[src/rtl/urlb_pkg.sv]
// urlb_pkg: shared types and constants for the uart receive line buffer
// no dependencies; imported by every module of the block
`default_nettype none

package urlb_pkg;

   // default ring depth
   localparam int DEPTH_DEFAULT = 64;

   // fixed field widths
   localparam int BYTE_W  = 8;
   localparam int COUNT_W = 7;

   // special characters
   localparam logic [BYTE_W-1:0] CH_CR  = 8'h0D;
   localparam logic [BYTE_W-1:0] CH_DEL = 8'h7F;
   localparam logic [BYTE_W-1:0] CH_BS  = 8'h08;

   // request operation codes
   typedef enum logic [1:0] {
      OP_RX    = 2'd0,
      OP_ARM   = 2'd1,
      OP_FLUSH = 2'd2,
      OP_READ  = 2'd3
   } op_type;

   // result word fields except the read data, plus a flag for the read path
   typedef struct packed {
      logic               echo_valid;
      logic [BYTE_W-1:0]  echo_byte;
      logic               receive_done;
      logic               overflow_error;
      logic [COUNT_W-1:0] stored_count;
      logic               receiving;
      logic               is_read;
   } result_type;

endpackage

`default_nettype wire

[src/rtl/urlb_store.sv]
// urlb_store: byte ring memory with per-entry valid bits
// depends on urlb_pkg; one write or one registered read per cycle
`default_nettype none

module urlb_store
   import urlb_pkg::*;
#(
   parameter int DEPTH = DEPTH_DEFAULT,
   localparam int PW   = $clog2(DEPTH)
) (
   input  wire logic              clock,
   input  wire logic              reset,
   input  wire logic              wr_en,
   input  wire logic              rd_en,
   input  wire logic [PW-1:0]     addr,
   input  wire logic [BYTE_W-1:0] wr_data,
   output logic      [BYTE_W-1:0] rd_data
);

   logic [BYTE_W-1:0] mem [DEPTH];
   logic [DEPTH-1:0]  valid_ff;
   logic [BYTE_W-1:0] rd_data_ff;

   // storage array, no reset
   always_ff @(posedge clock) begin
      if (wr_en) begin
         mem[addr] <= wr_data;
      end
   end

   // valid bits: never-written entries read as zero
   always_ff @(posedge clock) begin
      if (reset) begin
         valid_ff <= '0;
      end else if (wr_en) begin
         valid_ff[addr] <= 1'b1;
      end
   end

   // registered read, held until the next read
   always_ff @(posedge clock) begin
      if (rd_en) begin
         rd_data_ff <= valid_ff[addr] ? mem[addr] : '0;
      end
   end

   assign rd_data = rd_data_ff;

endmodule

`default_nettype wire

[src/rtl/urlb_ctrl.sv]
// urlb_ctrl: pointer, count, target and enable state with the per-word decode
// depends on urlb_pkg; drives the byte store and hands a result_type onward
`default_nettype none

module urlb_ctrl
   import urlb_pkg::*;
#(
   parameter int DEPTH = DEPTH_DEFAULT,
   localparam int PW   = $clog2(DEPTH),
   localparam int CW   = $clog2(DEPTH + 1)
) (
   input  wire logic               clock,
   input  wire logic               reset,
   input  wire logic               csr_write,
   input  wire logic               csr_echo_enable,
   input  wire logic               accept,
   input  wire logic [1:0]         op,
   input  wire logic [BYTE_W-1:0]  rx_byte,
   input  wire logic [COUNT_W-1:0] arm_length,
   output logic                    mem_wr_en,
   output logic                    mem_rd_en,
   output logic      [PW-1:0]      mem_addr,
   output logic      [BYTE_W-1:0]  mem_wr_data,
   output result_type              result
);

   localparam int TW = (CW > COUNT_W) ? CW : COUNT_W;
   localparam logic [PW-1:0] POS_LAST  = PW'(DEPTH - 1);
   localparam logic [CW-1:0] COUNT_MAX = CW'(DEPTH);

   logic [PW-1:0]      pos_ff, pos_in;
   logic [CW-1:0]      held_ff, held_in;
   logic [COUNT_W-1:0] target_ff, target_in;
   logic               rx_en_ff, rx_en_in;
   logic               echo_en_ff;

   logic [PW-1:0]      pos_inc, pos_dec;
   logic [CW-1:0]      held_inc;
   logic [TW-1:0]      held_ext;
   logic               line_mode;
   logic               is_erase;
   op_type             op_code;

   assign op_code   = op_type'(op);
   assign pos_inc   = (pos_ff == POS_LAST) ? '0 : pos_ff + 1'b1;
   assign pos_dec   = (pos_ff == '0) ? POS_LAST : pos_ff - 1'b1;
   assign held_inc  = held_ff + 1'b1;
   assign line_mode = (target_ff == '0);
   assign is_erase  = echo_en_ff && ((rx_byte == CH_DEL) || (rx_byte == CH_BS));

   // echo enable register
   always_ff @(posedge clock) begin
      if (reset) begin
         echo_en_ff <= 1'b1;
      end else if (csr_write) begin
         echo_en_ff <= csr_echo_enable;
      end
   end

   // state registers
   always_ff @(posedge clock) begin
      if (reset) begin
         pos_ff    <= '0;
         held_ff   <= '0;
         target_ff <= '0;
         rx_en_ff  <= 1'b1;
      end else if (accept) begin
         pos_ff    <= pos_in;
         held_ff   <= held_in;
         target_ff <= target_in;
         rx_en_ff  <= rx_en_in;
      end
   end

   // decode one word: next state, memory access and result fields
   always_comb begin
      pos_in                = pos_ff;
      held_in               = held_ff;
      target_in             = target_ff;
      rx_en_in              = rx_en_ff;
      mem_wr_en             = 1'b0;
      mem_rd_en             = 1'b0;
      mem_addr              = pos_ff;
      mem_wr_data           = rx_byte;
      result.echo_valid     = 1'b0;
      result.echo_byte      = '0;
      result.receive_done   = 1'b0;
      result.overflow_error = 1'b0;
      result.is_read        = 1'b0;
      case (op_code)
         OP_RX: begin
            if (rx_en_ff) begin
               if (line_mode && (rx_byte == CH_CR)) begin
                  result.receive_done = 1'b1;
               end else if (line_mode && is_erase) begin
                  // erase the last byte if there is one
                  if (held_ff != '0) begin
                     result.echo_valid = 1'b1;
                     result.echo_byte  = rx_byte;
                     held_in           = held_ff - 1'b1;
                     pos_in            = pos_dec;
                  end
               end else if (held_ff < COUNT_MAX) begin
                  result.echo_valid = echo_en_ff;
                  result.echo_byte  = echo_en_ff ? rx_byte : '0;
                  mem_wr_en         = accept;
                  pos_in            = pos_inc;
                  held_in           = held_inc;
                  // fixed-length target reached
                  if (!line_mode && (TW'(held_inc) == TW'(target_ff))) begin
                     rx_en_in            = 1'b0;
                     pos_in              = '0;
                     result.receive_done = 1'b1;
                  end
               end else begin
                  result.overflow_error = 1'b1;
                  rx_en_in              = 1'b0;
               end
            end
         end
         OP_ARM: begin
            pos_in    = '0;
            held_in   = '0;
            target_in = arm_length;
            rx_en_in  = 1'b1;
         end
         OP_FLUSH: begin
            pos_in  = '0;
            held_in = '0;
         end
         OP_READ: begin
            mem_rd_en      = accept;
            result.is_read = 1'b1;
            pos_in         = pos_inc;
         end
         default: begin
            pos_in = pos_ff;
         end
      endcase
      held_ext            = TW'(held_in);
      result.stored_count = held_ext[COUNT_W-1:0];
      result.receiving    = rx_en_in;
   end

   // count never exceeds the ring depth
   a_held_bound: assert property (@(posedge clock) disable iff (reset)
      held_ff <= COUNT_MAX)
      else $error("held count beyond depth");

   // pointer stays inside the ring
   a_pos_bound: assert property (@(posedge clock) disable iff (reset)
      pos_ff <= POS_LAST)
      else $error("position outside ring");

   // an accepted overflow leaves receiving disabled
   a_ovf_stops: assert property (@(posedge clock) disable iff (reset)
      (accept && result.overflow_error) |=> !rx_en_ff)
      else $error("receiving still enabled after overflow");

endmodule

`default_nettype wire

[src/rtl/urlb_resp.sv]
// urlb_resp: two-entry result pipeline joining decode fields with read data
// depends on urlb_pkg; the second entry drives the rsp_ ports
`default_nettype none

module urlb_resp
   import urlb_pkg::*;
(
   input  wire logic               clock,
   input  wire logic               reset,
   input  wire logic               accept,
   input  wire result_type         result,
   input  wire logic [BYTE_W-1:0]  rd_data,
   output logic                    req_ready,
   output logic                    rsp_valid,
   input  wire logic               rsp_ready,
   output logic                    rsp_echo_valid,
   output logic      [BYTE_W-1:0]  rsp_echo_byte,
   output logic                    rsp_receive_done,
   output logic                    rsp_overflow_error,
   output logic      [BYTE_W-1:0]  rsp_read_byte,
   output logic      [COUNT_W-1:0] rsp_stored_count,
   output logic                    rsp_receiving
);

   logic              s1_valid_ff;
   result_type        s1_ff;
   logic              s2_valid_ff;
   result_type        s2_ff;
   logic [BYTE_W-1:0] s2_read_ff;
   logic              s1_advance;

   // first entry moves on when the output entry is empty or being taken
   assign s1_advance = !s2_valid_ff || rsp_ready;
   assign req_ready  = !s1_valid_ff || s1_advance;

   // valid flags
   always_ff @(posedge clock) begin
      if (reset) begin
         s1_valid_ff <= 1'b0;
         s2_valid_ff <= 1'b0;
      end else begin
         if (req_ready) begin
            s1_valid_ff <= accept;
         end
         if (s1_advance) begin
            s2_valid_ff <= s1_valid_ff;
         end
      end
   end

   // payload: read data joins in the second entry, taken from the store's registered port
   always_ff @(posedge clock) begin
      if (accept) begin
         s1_ff <= result;
      end
      if (s1_advance && s1_valid_ff) begin
         s2_ff      <= s1_ff;
         s2_read_ff <= s1_ff.is_read ? rd_data : '0;
      end
   end

   assign rsp_valid          = s2_valid_ff;
   assign rsp_echo_valid     = s2_ff.echo_valid;
   assign rsp_echo_byte      = s2_ff.echo_byte;
   assign rsp_receive_done   = s2_ff.receive_done;
   assign rsp_overflow_error = s2_ff.overflow_error;
   assign rsp_read_byte      = s2_read_ff;
   assign rsp_stored_count   = s2_ff.stored_count;
   assign rsp_receiving      = s2_ff.receiving;

endmodule

`default_nettype wire

[src/rtl/uart_rx_line_buffer.sv]
// uart_rx_line_buffer: top level of the uart receive line buffer
// depends on urlb_pkg, urlb_ctrl, urlb_store and urlb_resp
`default_nettype none

// Receive buffer behind a UART. Each request word (op, rx_byte, arm_length)
// yields exactly one response word. The block takes one word per clock
// unless both response entries are full and unread. Pointer, count,
// target and enable state update at the accepting edge, and a read issued
// at that edge is held in the byte store's registered port until it
// joins the response. The byte store is a single-port synchronous memory of
// DEPTH bytes, one write or one read per word; per-entry valid bits clear at
// reset, so there is no clearing pass and never-written entries read as
// zero. A two-entry response pipeline keeps requests flowing while a
// response waits. echo_enable is written through the csr_ port, which is
// always ready, and should be written only while the block is idle.
module uart_rx_line_buffer
   import urlb_pkg::*;
#(
   parameter int DEPTH = DEPTH_DEFAULT
) (
   input  wire logic               clock,
   input  wire logic               reset,
   input  wire logic               csr_valid,
   output logic                    csr_ready,
   input  wire logic               csr_echo_enable,
   input  wire logic               req_valid,
   output logic                    req_ready,
   input  wire logic [1:0]         req_op,
   input  wire logic [BYTE_W-1:0]  req_rx_byte,
   input  wire logic [COUNT_W-1:0] req_arm_length,
   output logic                    rsp_valid,
   input  wire logic               rsp_ready,
   output logic                    rsp_echo_valid,
   output logic      [BYTE_W-1:0]  rsp_echo_byte,
   output logic                    rsp_receive_done,
   output logic                    rsp_overflow_error,
   output logic      [BYTE_W-1:0]  rsp_read_byte,
   output logic      [COUNT_W-1:0] rsp_stored_count,
   output logic                    rsp_receiving
);

   localparam int PW = $clog2(DEPTH);

   logic              accept;
   logic              mem_wr_en;
   logic              mem_rd_en;
   logic [PW-1:0]     mem_addr;
   logic [BYTE_W-1:0] mem_wr_data;
   logic [BYTE_W-1:0] mem_rd_data;
   result_type        result;

   assign csr_ready = 1'b1;
   assign accept    = req_valid && req_ready;

   // state and decode
   urlb_ctrl #(.DEPTH(DEPTH)) u_ctrl (
      .clock           (clock),
      .reset           (reset),
      .csr_write       (csr_valid && csr_ready),
      .csr_echo_enable (csr_echo_enable),
      .accept          (accept),
      .op              (req_op),
      .rx_byte         (req_rx_byte),
      .arm_length      (req_arm_length),
      .mem_wr_en       (mem_wr_en),
      .mem_rd_en       (mem_rd_en),
      .mem_addr        (mem_addr),
      .mem_wr_data     (mem_wr_data),
      .result          (result)
   );

   // byte ring
   urlb_store #(.DEPTH(DEPTH)) u_store (
      .clock   (clock),
      .reset   (reset),
      .wr_en   (mem_wr_en),
      .rd_en   (mem_rd_en),
      .addr    (mem_addr),
      .wr_data (mem_wr_data),
      .rd_data (mem_rd_data)
   );

   // response pipeline
   urlb_resp u_resp (
      .clock              (clock),
      .reset              (reset),
      .accept             (accept),
      .result             (result),
      .rd_data            (mem_rd_data),
      .req_ready          (req_ready),
      .rsp_valid          (rsp_valid),
      .rsp_ready          (rsp_ready),
      .rsp_echo_valid     (rsp_echo_valid),
      .rsp_echo_byte      (rsp_echo_byte),
      .rsp_receive_done   (rsp_receive_done),
      .rsp_overflow_error (rsp_overflow_error),
      .rsp_read_byte      (rsp_read_byte),
      .rsp_stored_count   (rsp_stored_count),
      .rsp_receiving      (rsp_receiving)
   );

endmodule

`default_nettype wire

[config.mk]
export PLATFORM = sky130hd
export DESIGN_NAME = uart_rx_line_buffer
export DESIGN_NICKNAME = d
export VERILOG_FILES = /design/src/rtl/urlb_pkg.sv /design/src/rtl/urlb_store.sv /design/src/rtl/urlb_ctrl.sv /design/src/rtl/urlb_resp.sv /design/src/rtl/uart_rx_line_buffer.sv
export SDC_FILE = /design/constraint.sdc
export NUM_CORES = 1
export LEC_CHECK = 0
export BUFFER_PORTS_ARGS = -buffer_cell sky130_fd_sc_hd__buf_2
export CORE_MARGIN = 4
export CORE_UTILIZATION = 45
export CTS_CLUSTER_SIZE = 40
export DETAILED_ROUTE_END_ITERATION = 16
export GPL_TIMING_DRIVEN = 1
export SYNTH_ARGS = -nofsm -noshare
export SYNTH_HDL_FRONTEND = slang
export SYNTH_HIERARCHICAL = 1
export SYNTH_SLANG_ARGS = --single-unit
[constraint.sdc]
create_clock -name clock -period 3.33 [get_ports clock]
set_input_delay 0.666 -clock clock [delete_from_list [all_inputs] [get_ports clock]]
set_output_delay 0.666 -clock clock [all_outputs]
set_load 0.01 [all_outputs]
# --- Yosys cells after proc, flatten, opt, wreduce, memory -nomap -nowiden ---
# Memories as Yosys holds them, arrays and structs flattened. A register that Yosys moved wholly into a read port is not among the register bits.
# Cells that the tools add are included.
totals:
  regBits: 135
  ramBits: 512
  input_bits: 23
  output_inout_bits: 30
  elab_cells: 111
  memories: 1
op_classes:
  n_addsub: 4
  order_cmp: 3
  eq_ne: 12
  mux: 42
  bitwise: 3
  reduce_logical: 24
memory_table:
  columns: ["name", "words", "word_bits", "read_ports", "rd_ports_with_merged_regs", "wr", "line", "source"]
  rows:
  - ["u_store.mem", 64, 8, 1, 1, 1, "urlb_store.sv:20", "logic [BYTE_W-1:0] mem [DEPTH];"]
op_table:
  columns: ["op", "n"]
  rows:
  - ["$or 64x64->64", 1]
  - ["$mux 6", 8]
  - ["$mux 7", 5]
  - ["$mux 1", 19]
  - ["$mux 9", 2]
  - ["$pmux 6 s3", 1]
  - ["$eq 8x4->1 const B", 2]
  - ["$pmux 7 s2", 1]
  - ["$mux 10", 1]
  - ["$eq 8x7->1 const B", 1]
  - ["$mux 8", 1]
  - ["$add 7x1->7 const B", 1]
  - ["$eq 7x7->1", 1]
  - ["$logic_and 1x1->1", 7]
  - ["$logic_not 7->1", 1]
  - ["$lt 6x7->1 const B", 1]
  - ["$lt 7x7->1 const B", 1]
  - ["$reduce_bool 7->1", 1]
  - ["$sub 7x1->7 const B", 1]
  - ["$add 6x1->6 const B", 1]
  - ["$bmux 1 s6", 1]
  - ["$demux 1 s6", 1]
  - ["$eq 6x6->1 const B", 1]
  - ["$ge 6x1->1 const B", 1]
  - ["19 further kinds", 27]

# --- Longest topological paths before layout ---
# Gate-level depths: netlist of the first run.
logic_depth:
  depth_word: 11
  depth_mapped: 11
  ltp_nobuf: 10

# --- Modules after synthesis ---
# Netlist of the first run, hierarchy kept.
by_module_without_submodules:
  columns: ["module", "n_inst", "cells_each", "area_each_um2", "seq_area_each_um2"]
  rows:
  - ["urlb_store", 1, 1407, 22808.1, 16896.2]
  - ["urlb_ctrl", 1, 295, 2143.3, 440.4]
  - ["urlb_resp", 1, 64, 1555.2, 1451.4]
  - ["uart_rx_line_buffer", 1, 3, 17.5, 0.0]

# --- Worst setup path after synthesis of the first run ---
# Ideal clock, no wire load.
synth_path:
  path_kind: "input-to-reg"
  start: "input rsp_ready"
  end: "memory u_store.mem[59][0], enable pin"
  setup_ns: 0.374
  arrival_time_ns: 3.017
  t_required_ns: 2.956
  path_slack_ns: -0.061
  stages: 8
  n_path_buf: 1
  cell_sequence: "nand3b_4 and2_1 clkbuf_1 nand2_1 nor2_1 nor2b_1 nand3_1 nor2_1"
synth_between:
  elab_chain_cells: 10
synth_lines:
  columns: ["element", "line", "source"]
  rows:
  - ["from (decl)", "uart_rx_line_buffer.sv:32", "input wire logic rsp_ready,"]
  - ["$logic_or 1x1->1", "urlb_resp.sv:33", "assign s1_advance = !s2_valid_ff || rsp_ready;"]
  - ["$logic_or 1x1->1", "urlb_resp.sv:34", "assign req_ready = !s1_valid_ff || s1_advance;"]
  - ["$logic_and 1x1->1", "uart_rx_line_buffer.sv:53", "assign accept = req_valid && req_ready;"]
  - ["net accept", "uart_rx_line_buffer.sv:44", "logic accept;"]
  - ["$mux 1", "urlb_ctrl.sv:103", "end else if (held_ff < COUNT_MAX) begin"]
  - ["$mux 1", "urlb_ctrl.sv:95", "end else if (line_mode && is_erase) begin"]
  - ["$mux 1", "urlb_ctrl.sv:93", "if (line_mode && (rx_byte == CH_CR)) begin"]
  - ["$mux 1", "urlb_ctrl.sv:92", "if (rx_en_ff) begin"]
  - ["$mux 1", "urlb_ctrl.sv:90", "case (op_code)"]
  - ["net mem_wr_en", "uart_rx_line_buffer.sv:45", "logic mem_wr_en;"]
  - ["$mux 1", "urlb_store.sv:26", "if (wr_en) begin"]
  - ["$mux 1 (implied by the code)", "urlb_store.sv:27", "mem[addr] <= wr_data;"]
  - ["to (decl)", "urlb_store.sv:20", null]
# The timed path passes the listed nets, and every way through them passes these cells.

# --- Final worst setup path of the first run ---
layout_path:
  start: "register u_ctrl.held_ff[1]"
  end: "register u_ctrl.pos_ff[4] (netlist: u_ctrl/mem_addr[4])"
layout_between:
  elab_chain_cells: 9
  elab_cells_between_ends: 14
  cone_classes: "add/sub (1); order compare (1); eq/ne (3); mux (6); reduce/logical (3)"
layout_lines:
  columns: ["element", "line", "source"]
  rows:
  - ["from (decl)", "urlb_ctrl.sv:32", "logic [CW-1:0] held_ff, held_in;"]
  - ["from (signal assigned)", "urlb_ctrl.sv:69", "held_ff <= held_in;"]
  - ["$add 7x1->7", "urlb_ctrl.sv:47", "assign held_inc = held_ff + 1'b1;"]
  - ["$eq 7x7->1", "urlb_ctrl.sv:110", "if (!line_mode && (TW'(held_inc) == TW'(target_ff))) begin"]
  - ["$logic_and 1x1->1", "urlb_ctrl.sv:110", null]
  - ["$mux 6", "urlb_ctrl.sv:110", null]
  - ["$mux 6", "urlb_ctrl.sv:103", null]
  - ["$mux 6", "urlb_ctrl.sv:95", null]
  - ["$mux 6", "urlb_ctrl.sv:93", null]
  - ["$mux 6", "urlb_ctrl.sv:92", null]
  - ["$pmux 6 s3", "urlb_ctrl.sv:90", null]
  - ["to (signal assigned)", "urlb_ctrl.sv:68", "pos_ff <= pos_in;"]
  - ["to (decl)", "urlb_ctrl.sv:31", "logic [PW-1:0] pos_ff, pos_in;"]
# Several ways; a longest one is shown, not always the timed one. The select of a mux whose other input is x is not followed.
# A chain may end at the register's enable or synchronous reset.

==> results of run 1 <==
[through the flow]
step / util / area [um^2] / setup WS [ns] / std cells / hold slack [ns]
3_3_place_gp: 0.490 / 28400 / 0.0545 / 2645 / 0.401
6_report: 0.532 / 30900 / 0.403 / 2774 / 0.283
3_5_place_dp: 0.490 / 28400 / 0.169 / 2645 / 0.405
2_1_floorplan: - / 26500 / 0.124 / 1769 / 0.400
5_1_grt: 0.532 / 30900 / 0.211 / 2773 / 0.284
4_1_cts: 0.532 / 30900 / 0.475 / 2773 / 0.244
[kinds of logic (layout without fill, tap and decap cells)]
| kind of cell | count (synthesis) | in the layout |
|---|---|---|
| XOR/XNOR | 13 | 13 |
| flip-flops | 655 | 655 |
| adder cells (fa/ha/maj) | 7 | 7 |
| other | 1 | 2 |
| AND/OR/NAND/NOR | 436 | 436 |
| buffers and inverters | 123 | 362 |
| AO/OA/AOI/OAI | 258 | 258 |
| multiplexers | 276 | 276 |
[cell type report]
class,count,share of cell area
inverter,13,0.00158
timing repair buffer,221,0.0521
sequential,655,0.609
tap,765,0.0310
clock buffer,86,0.0617
clock inverter,42,0.0180
antenna,1,0.0000811
multi-input combinational,991,0.227
[Yosys cell counts, drive strengths merged, types with 3 or more instances]
| library cell | instances | area share |
|---|---|---|
| or2 | 7 | 0.0017 |
| a211oi | 11 | 0.0035 |
| nand4 | 8 | 0.0021 |
| and2b | 4 | 0.0011 |
| a22oi | 63 | 0.018 |
| a311oi | 3 | 0.00099 |
| o21ai | 39 | 0.0074 |
| nand3b | 5 | 0.0019 |
| o31ai | 14 | 0.0042 |
| mux2 | 11 | 0.0047 |
| nor3 | 11 | 0.0021 |
| xor2 | 5 | 0.0017 |
| buf | 77 | 0.022 |
| nor2b | 9 | 0.0021 |
| clkbuf | 33 | 0.0047 |
| nor4 | 4 | 0.0015 |
| nand2 | 60 | 0.0085 |
| xnor2 | 8 | 0.0026 |
| or3 | 7 | 0.0018 |
| ha | 7 | 0.0033 |
| a31oi | 3 | 0.00071 |
| mux4 | 23 | 0.020 |
| o31a | 8 | 0.0026 |
| edfxtp | 567 | 0.64 |
| nand2b | 6 | 0.0014 |
| a21oi | 45 | 0.0091 |
| and2 | 20 | 0.0047 |
| o2111ai | 6 | 0.0020 |
| nand3 | 41 | 0.0079 |
| mux2i | 242 | 0.091 |
| inv | 13 | 0.0018 |
| and3 | 3 | 0.00071 |
| o22ai | 47 | 0.011 |
| dfxtp | 88 | 0.066 |
| nor2 | 243 | 0.034 |
[registers in the layout (all words and copies together), names as in the netlist, 6 cells and up]
name,flops
u_ctrl/held_ff,7
u_ctrl/mem_addr,6
u_ctrl/target_ff,7
u_resp/rsp_echo_byte,8
u_resp/rsp_read_byte,8
u_resp/rsp_stored_count,7
u_resp/s1_ff,20
u_store/mem,512
u_store/rd_data,8
u_store/valid_ff,64
[worst max-delay path, cell delays in order, from the launching register on]
cell and delay (ns):
dfxtp_1 0.43, ha_1 0.28, nand3_1 0.16, or2_2 0.32
ha_1 0.29, xnor2_1 0.15, nand4_1 0.10, nor4_1 0.33
buf_4 0.22, nor2_1 0.12, a211oi_1 0.27, o22ai_1 0.12
[placed cells by master (no fill, tap or decap), types with 11 or more instances in the layout]
cell type  instances
dfxtp_1           85
edfxtp_1         567
o21ai_0           35
inv_1             13
mux2i_1          242
nor2_1           242
and2_1            18
nor3_1            11
nand2_1           60
bufinv_16         13
a22oi_1           63
mux4_2            23
buf_4            165
a21oi_1           43
mux2_2            11
nand3_1           40
o22ai_1           47
buf_2             50
clkbuf_16         72
clkinv_2          15
o31ai_1           13
[power by group through the flow]
| stage | sequential (uW) | clock, uW | combinational, uW |
|---|---|---|---|
| final | 9020 | 8200 | 1240 |
| after CTS | 9020 | 8370 | 1230 |
| after floorplan | 9170 | 0 | 789 |
| after global placement | 9190 | 0 | 1220 |
| after detailed placement | 9190 | 0 | 1230 |
| after global routing | 9020 | 8730 | 1310 |
[routing by layer]
| metal | share of wire | up-vias |
|---|---|---|
| met5 | 0 | - |
| met4 | 0.028 | 0 |
| met3 | 0.070 | 121 |
| met2 | 0.46 | 645 |
| met1 | 0.44 | 7956 |
| li1 | - | 7109 |
[path summary, 6_finish.rpt]
kind	start	endpoint	slack [ns]	cells past startpoint
hold reg to reg	u_resp/s1_ff[11]	u_resp/rsp_echo_byte[0]	0.41	0
setup / recovery	u_ctrl/held_ff[1]	u_ctrl/mem_addr[4]	0.40	11
setup reg to reg	u_ctrl/held_ff[1]	u_ctrl/mem_addr[4]	0.40	11
hold / removal	csr_echo_enable	u_ctrl/echo_en_ff	0.28	2
==> impl_metrics.yaml, run 1 <==
layout:
  regArea_mm2: 0.0188
  area_growth_pct: 16.4
  nets: 1981
  multi_input_area_mm2: 0.00700
  nFillCells: 4671
  drive_gt1_frac: 0.194
detailed_routing:
  first_pass_iters: 5
  wire_per_inst_um: 24.0
  drt_iter0_drc: 1830
  routed_via_density: 5.71
  drt_wl_total_um: 66600
  ant_nets: 0
  route.detailed.drc: 0
  dr_total_vias: 15800
critical_path:
  cp.arrival_ns: 3.40
  critPathKind: "flip-flop to flip-flop"
  startpoint_type: "flip-flop"
  cp_max_fo: 7
  cp.required_ns: 3.80
  end_kind: "flip-flop"
logic_synthesis:
  synth_flop_cell: "edfxtp_1"
  synth-edff-count: 567
  yosys.area_share.xor_xnor: 0.00429
  yosysSeqAreaShare: 0.708
  yosys_warnings: 6
  netlist-cell-type-count: 74
  synth_compound_area_frac: 0.0659
  synthMuxAreaShare: 0.116
  synth_nets: 1799
  netlist_instances: 1769
  synth-adder-area-share: 0.00330
  async_flop_share: 0
  syn_avg_cell_area_um2: 15.0
  synth_top_family_by_area: "multiplexers"
  yosys.area_share.simple: 0.0745
  syn_area_mm2: 0.0265
  ys_ff_latch: 655
hold_path:
  hold_path_class: "input pin to flip-flop"
floorplan:
  initial_utilization: 0.457
  core-area_mm2: 0.0580
  die-area_mm2: 0.0629
  ios: 53
  die_h_um: 251
  fp-row-count: 88
  die_w_um: 251
clocking:
  cts_tree: "built"
  cts_hold_buf: 0
  cts_root_buf: "clkbuf_16"
  cts_resized: 0
  cts.sinks: 655
  ctsHtreeMaxLevel: 3
  cts_buffers: 69
  cts_setup_buffers: 0
  clkTransAtPathRegs_ns: 0.06
  clockBufferDepth: 3
  clk_latency_ns: 0.61
sta:
  clock_skew_ns: 0.0188
  maxSlewHeadroom: 0.350
  hold_viol_final: 0
  tightestPinTransition_ns: 0.975
  period_share: 0.879
  fmax_mhz: 342
  fin_crit_ns: 2.93
  setup_viol: 0
  tns_ns: 0
  rsz0062_at_grt: "no"
  drv_slew: 0
global_routing:
  overflow: 0
  antenna_found_initial: 0
  use_met1: 0.304
  grt_max_degree: 66
  first_global_vias: 15200
  use_met2: 0.324
  busiest_layer: "met2"
  grt_pass1_wl_um: 99300
  groute.usage.overall: 0.209
  use_met3: 0.0350
power:
  power_frac_seq: 0.489
  sw_frac_of_total: 0.215
  power.net_switching_uw: 3960
  power_uw: 18500
  p_leak_uw: 0.0105
  clkPwrFrac: 0.444
  power_frac_comb: 0.067
  p_per_area_mw_per_mm2: 598
  ir_drop_v: 0.000386
  p_int_uw: 14500
placed_design:
  globalplace.congestion: 0.915
  portBuffers: 51
  hpwl_um: 42200
run:
  drv_cap: 0
outcome:
  status: "finished, final reports clean"
(Power assumes the default switching activity.)
==> inputs of run 2 (changes only) <==
SYNTH_HIERARCHICAL = unset   (was 1)
==> impl_metrics.yaml, run 2 <==
placed_design:
  hpwl_um: 43700
  portBuffers: 51
  pre_cts_ws_ns: -0.0236
  placed_cells: 2346
  globalplace.congestion: 0.906
critical_path:
  critPathMaxStageDelay_ns: 0.89
  cp.arrival_ns: 3.58
  startpoint_type: "flip-flop"
  r2r_slack_ns: 0.04
  cp_slowest_cell: "nor4_1"
  critPathKind: "flip-flop to flip-flop"
  cp_max_fo: 21
  end_kind: "flip-flop"
  cp.required_ns: 3.63
  cp_cell_sequence: "and3_2 -> buf_12 -> a22o_1 -> a221oi_1 -> a31oi_1 -> nor4_1 -> a21oi_1"
sta:
  maxSlewHeadroom: 0.295
  setup_ws_ns: 0.0432
  tightestPinTransition_ns: 1.05
  setup_viol: 0
  clock_skew_ns: 0.0260
  fin_crit_ns: 3.29
  fmax_mhz: 304
  rsz0062_at_grt: "no"
  period_share: 0.987
  drv_slew: 0
  hold_viol_final: 0
clocking:
  cts.sinks: 655
  clk_latency_ns: 0.61
  cts_setup_buffers: 0
  clockBufferDepth: 3
  ctsHtreeMaxLevel: 3
  cts_buffers: 67
  cts_root_buf: "clkbuf_16"
  cts_tree: "built"
  clkTransAtPathRegs_ns: 0.06
layout:
  top_regs: "u_store.mem x512, u_store.valid_ff x64, u_resp.s1_ff x20"
  largest_reg_flops: 512
  nets: 1747
  stdcell_count: 2472
  multi_input_area_mm2: 0.00546
  final_cell_mix: "edfxtp_1 (567), a22oi_1 (214), buf_4 (118)"
  area_growth_pct: 16.5
  layout.cells.most_common: "edfxtp_1"
  drive_gt1_frac: 0.173
  final_util: 0.532
  regMostFlops: "u_store.mem"
  regArea_mm2: 0.0188
  nFillCells: 4312
logic_synthesis:
  synth_top_area_share: 0.689
  synth-edff-count: 567
  synth_flop_cell: "edfxtp_1"
  syn_avg_cell_area_um2: 15.8
  syn_area_mm2: 0.0247
  synth_nets: 1595
  async_flop_share: 0
  yosysSeqAreaShare: 0.760
  synth_area_leaders: "edfxtp_1 (69%), dfxtp_1 (7.1%), a22oi_1 (6.5%)"
  netlist-cell-type-count: 68
  yosysTopAreaCell: "edfxtp_1"
  netlist_instances: 1567
  yosys_warnings: 0
  ys_top_cells_by_count: "edfxtp_1 (567), a22oi_1 (214), nor2_1 (96)"
  ys_ff_latch: 655
  yosys.cell_count.top_type: "edfxtp_1"
power:
  p_leak_uw: 0.00915
  p_per_area_mw_per_mm2: 596
  ir_drop_v: 0.000331
global_routing:
  first_global_vias: 15000
  antenna_found_initial: 3
  grt_pass1_wl_um: 101000
  grt_max_degree: 66
  overflow: 0
  groute.usage.overall: 0.231
floorplan:
  die_w_um: 242
  fp-row-count: 85
  ios: 53
  die-area_mm2: 0.0587
  initial_utilization: 0.457
  die_h_um: 242
  core-area_mm2: 0.0541
detailed_routing:
  dr_total_vias: 15400
  first_pass_iters: 5
  wire_per_inst_um: 28.0
  drt_wl_total_um: 69200
  routed_via_density: 6.22
  route.detailed.drc: 0
  ant_nets: 0
  drt_iter0_drc: 1757
run:
  drv_cap: 0
outcome:
  status: "finished, final reports clean"
hold_path:
  hold_path_class: "input pin to flip-flop"
run 2: cells by family (layout without fill, tap and decap cells):
kind of cell               Yosys count  count (layout)  synth area share
muxes                                5               5           0.00213
and+or+nand+nor                    260             260            0.0529
xor gates and xnor gates            14              14           0.00496
DFF                                655             655             0.760
adders and majority gates            5               5           0.00253
buffers and inverters              118             324            0.0208
other                                1               4          0.000152
AOI/OAI and AO/OA                  509             509             0.156
run 2: worst max-delay path, delay by kind of cell (launching register included):
family,cells,cell delay (ns)
and+or+nand+nor,2,1.29
AOI/OAI and AO/OA,4,0.99
DFF,1,0.47
buffers and inverters,1,0.20
run 2: area by class of cell:
class | instances | share of cell area
inverters | 15 | 0.00195
diodes | 3 | 0.000261
clock buffers | 97 | 0.0668
multi-input cells | 794 | 0.189
repair buffers | 186 | 0.0514
well taps | 696 | 0.0302
flip-flops and latches | 655 | 0.652
clock inverters | 26 | 0.00765
run 2: power breakdown:
part | internal [uW] | switching (uW) | leakage (uW) | total, uW
Combinational | 279 | 608 | 0.00227 | 886
Sequential | 8960 | 29.6 | 0.00584 | 8990
Clock | 4210 | 3090 | 0.00104 | 7300
Total | 13400 | 3730 | 0.00915 | 17200
run 2: what timing repair did:
| action | CTS | global route |
|---|---|---|
| setup endpoints to repair | 1 | 2 |
| gates resized for setup | 1 | 1 |
| pin swaps | 0 | 0 |
| hold buffers | 0 | 0 |
run 2: path summary, 6_finish.rpt:
check                                 end                from  cells past startpoint
setup reg to reg       u_store.rd_data[2]  u_ctrl.mem_addr[2]                      7
setup / recovery       u_store.rd_data[2]  u_ctrl.mem_addr[2]                      7
hold reg to reg   u_resp.rsp_receive_done    u_resp.s1_ff[10]                      0
hold / removal          u_ctrl.echo_en_ff     csr_echo_enable                      3
run 2: stage by stage:
stage               hold slack, ns  instance area, um^2  total power [uW]  TNS, ns
finish                       0.303                28800             17200        0
global route                 0.313                28800             17700        0
CTS                          0.282                28800             17300        0
detailed placement           0.405                26600             10000   -0.133
global placement             0.402                26600             10000        0
floorplan                    0.400                24700              9550        0
run 2: layer usage:
layer | GRT usage | share of wire | vias to the layer above
met3 | 0.0422 | 0.085 | 129
li1 | - | - | 6724
met5 | 0 | 0 | -
met2 | 0.372 | 0.48 | 754
met4 | 0.0794 | 0.029 | 0
met1 | 0.319 | 0.41 | 7780
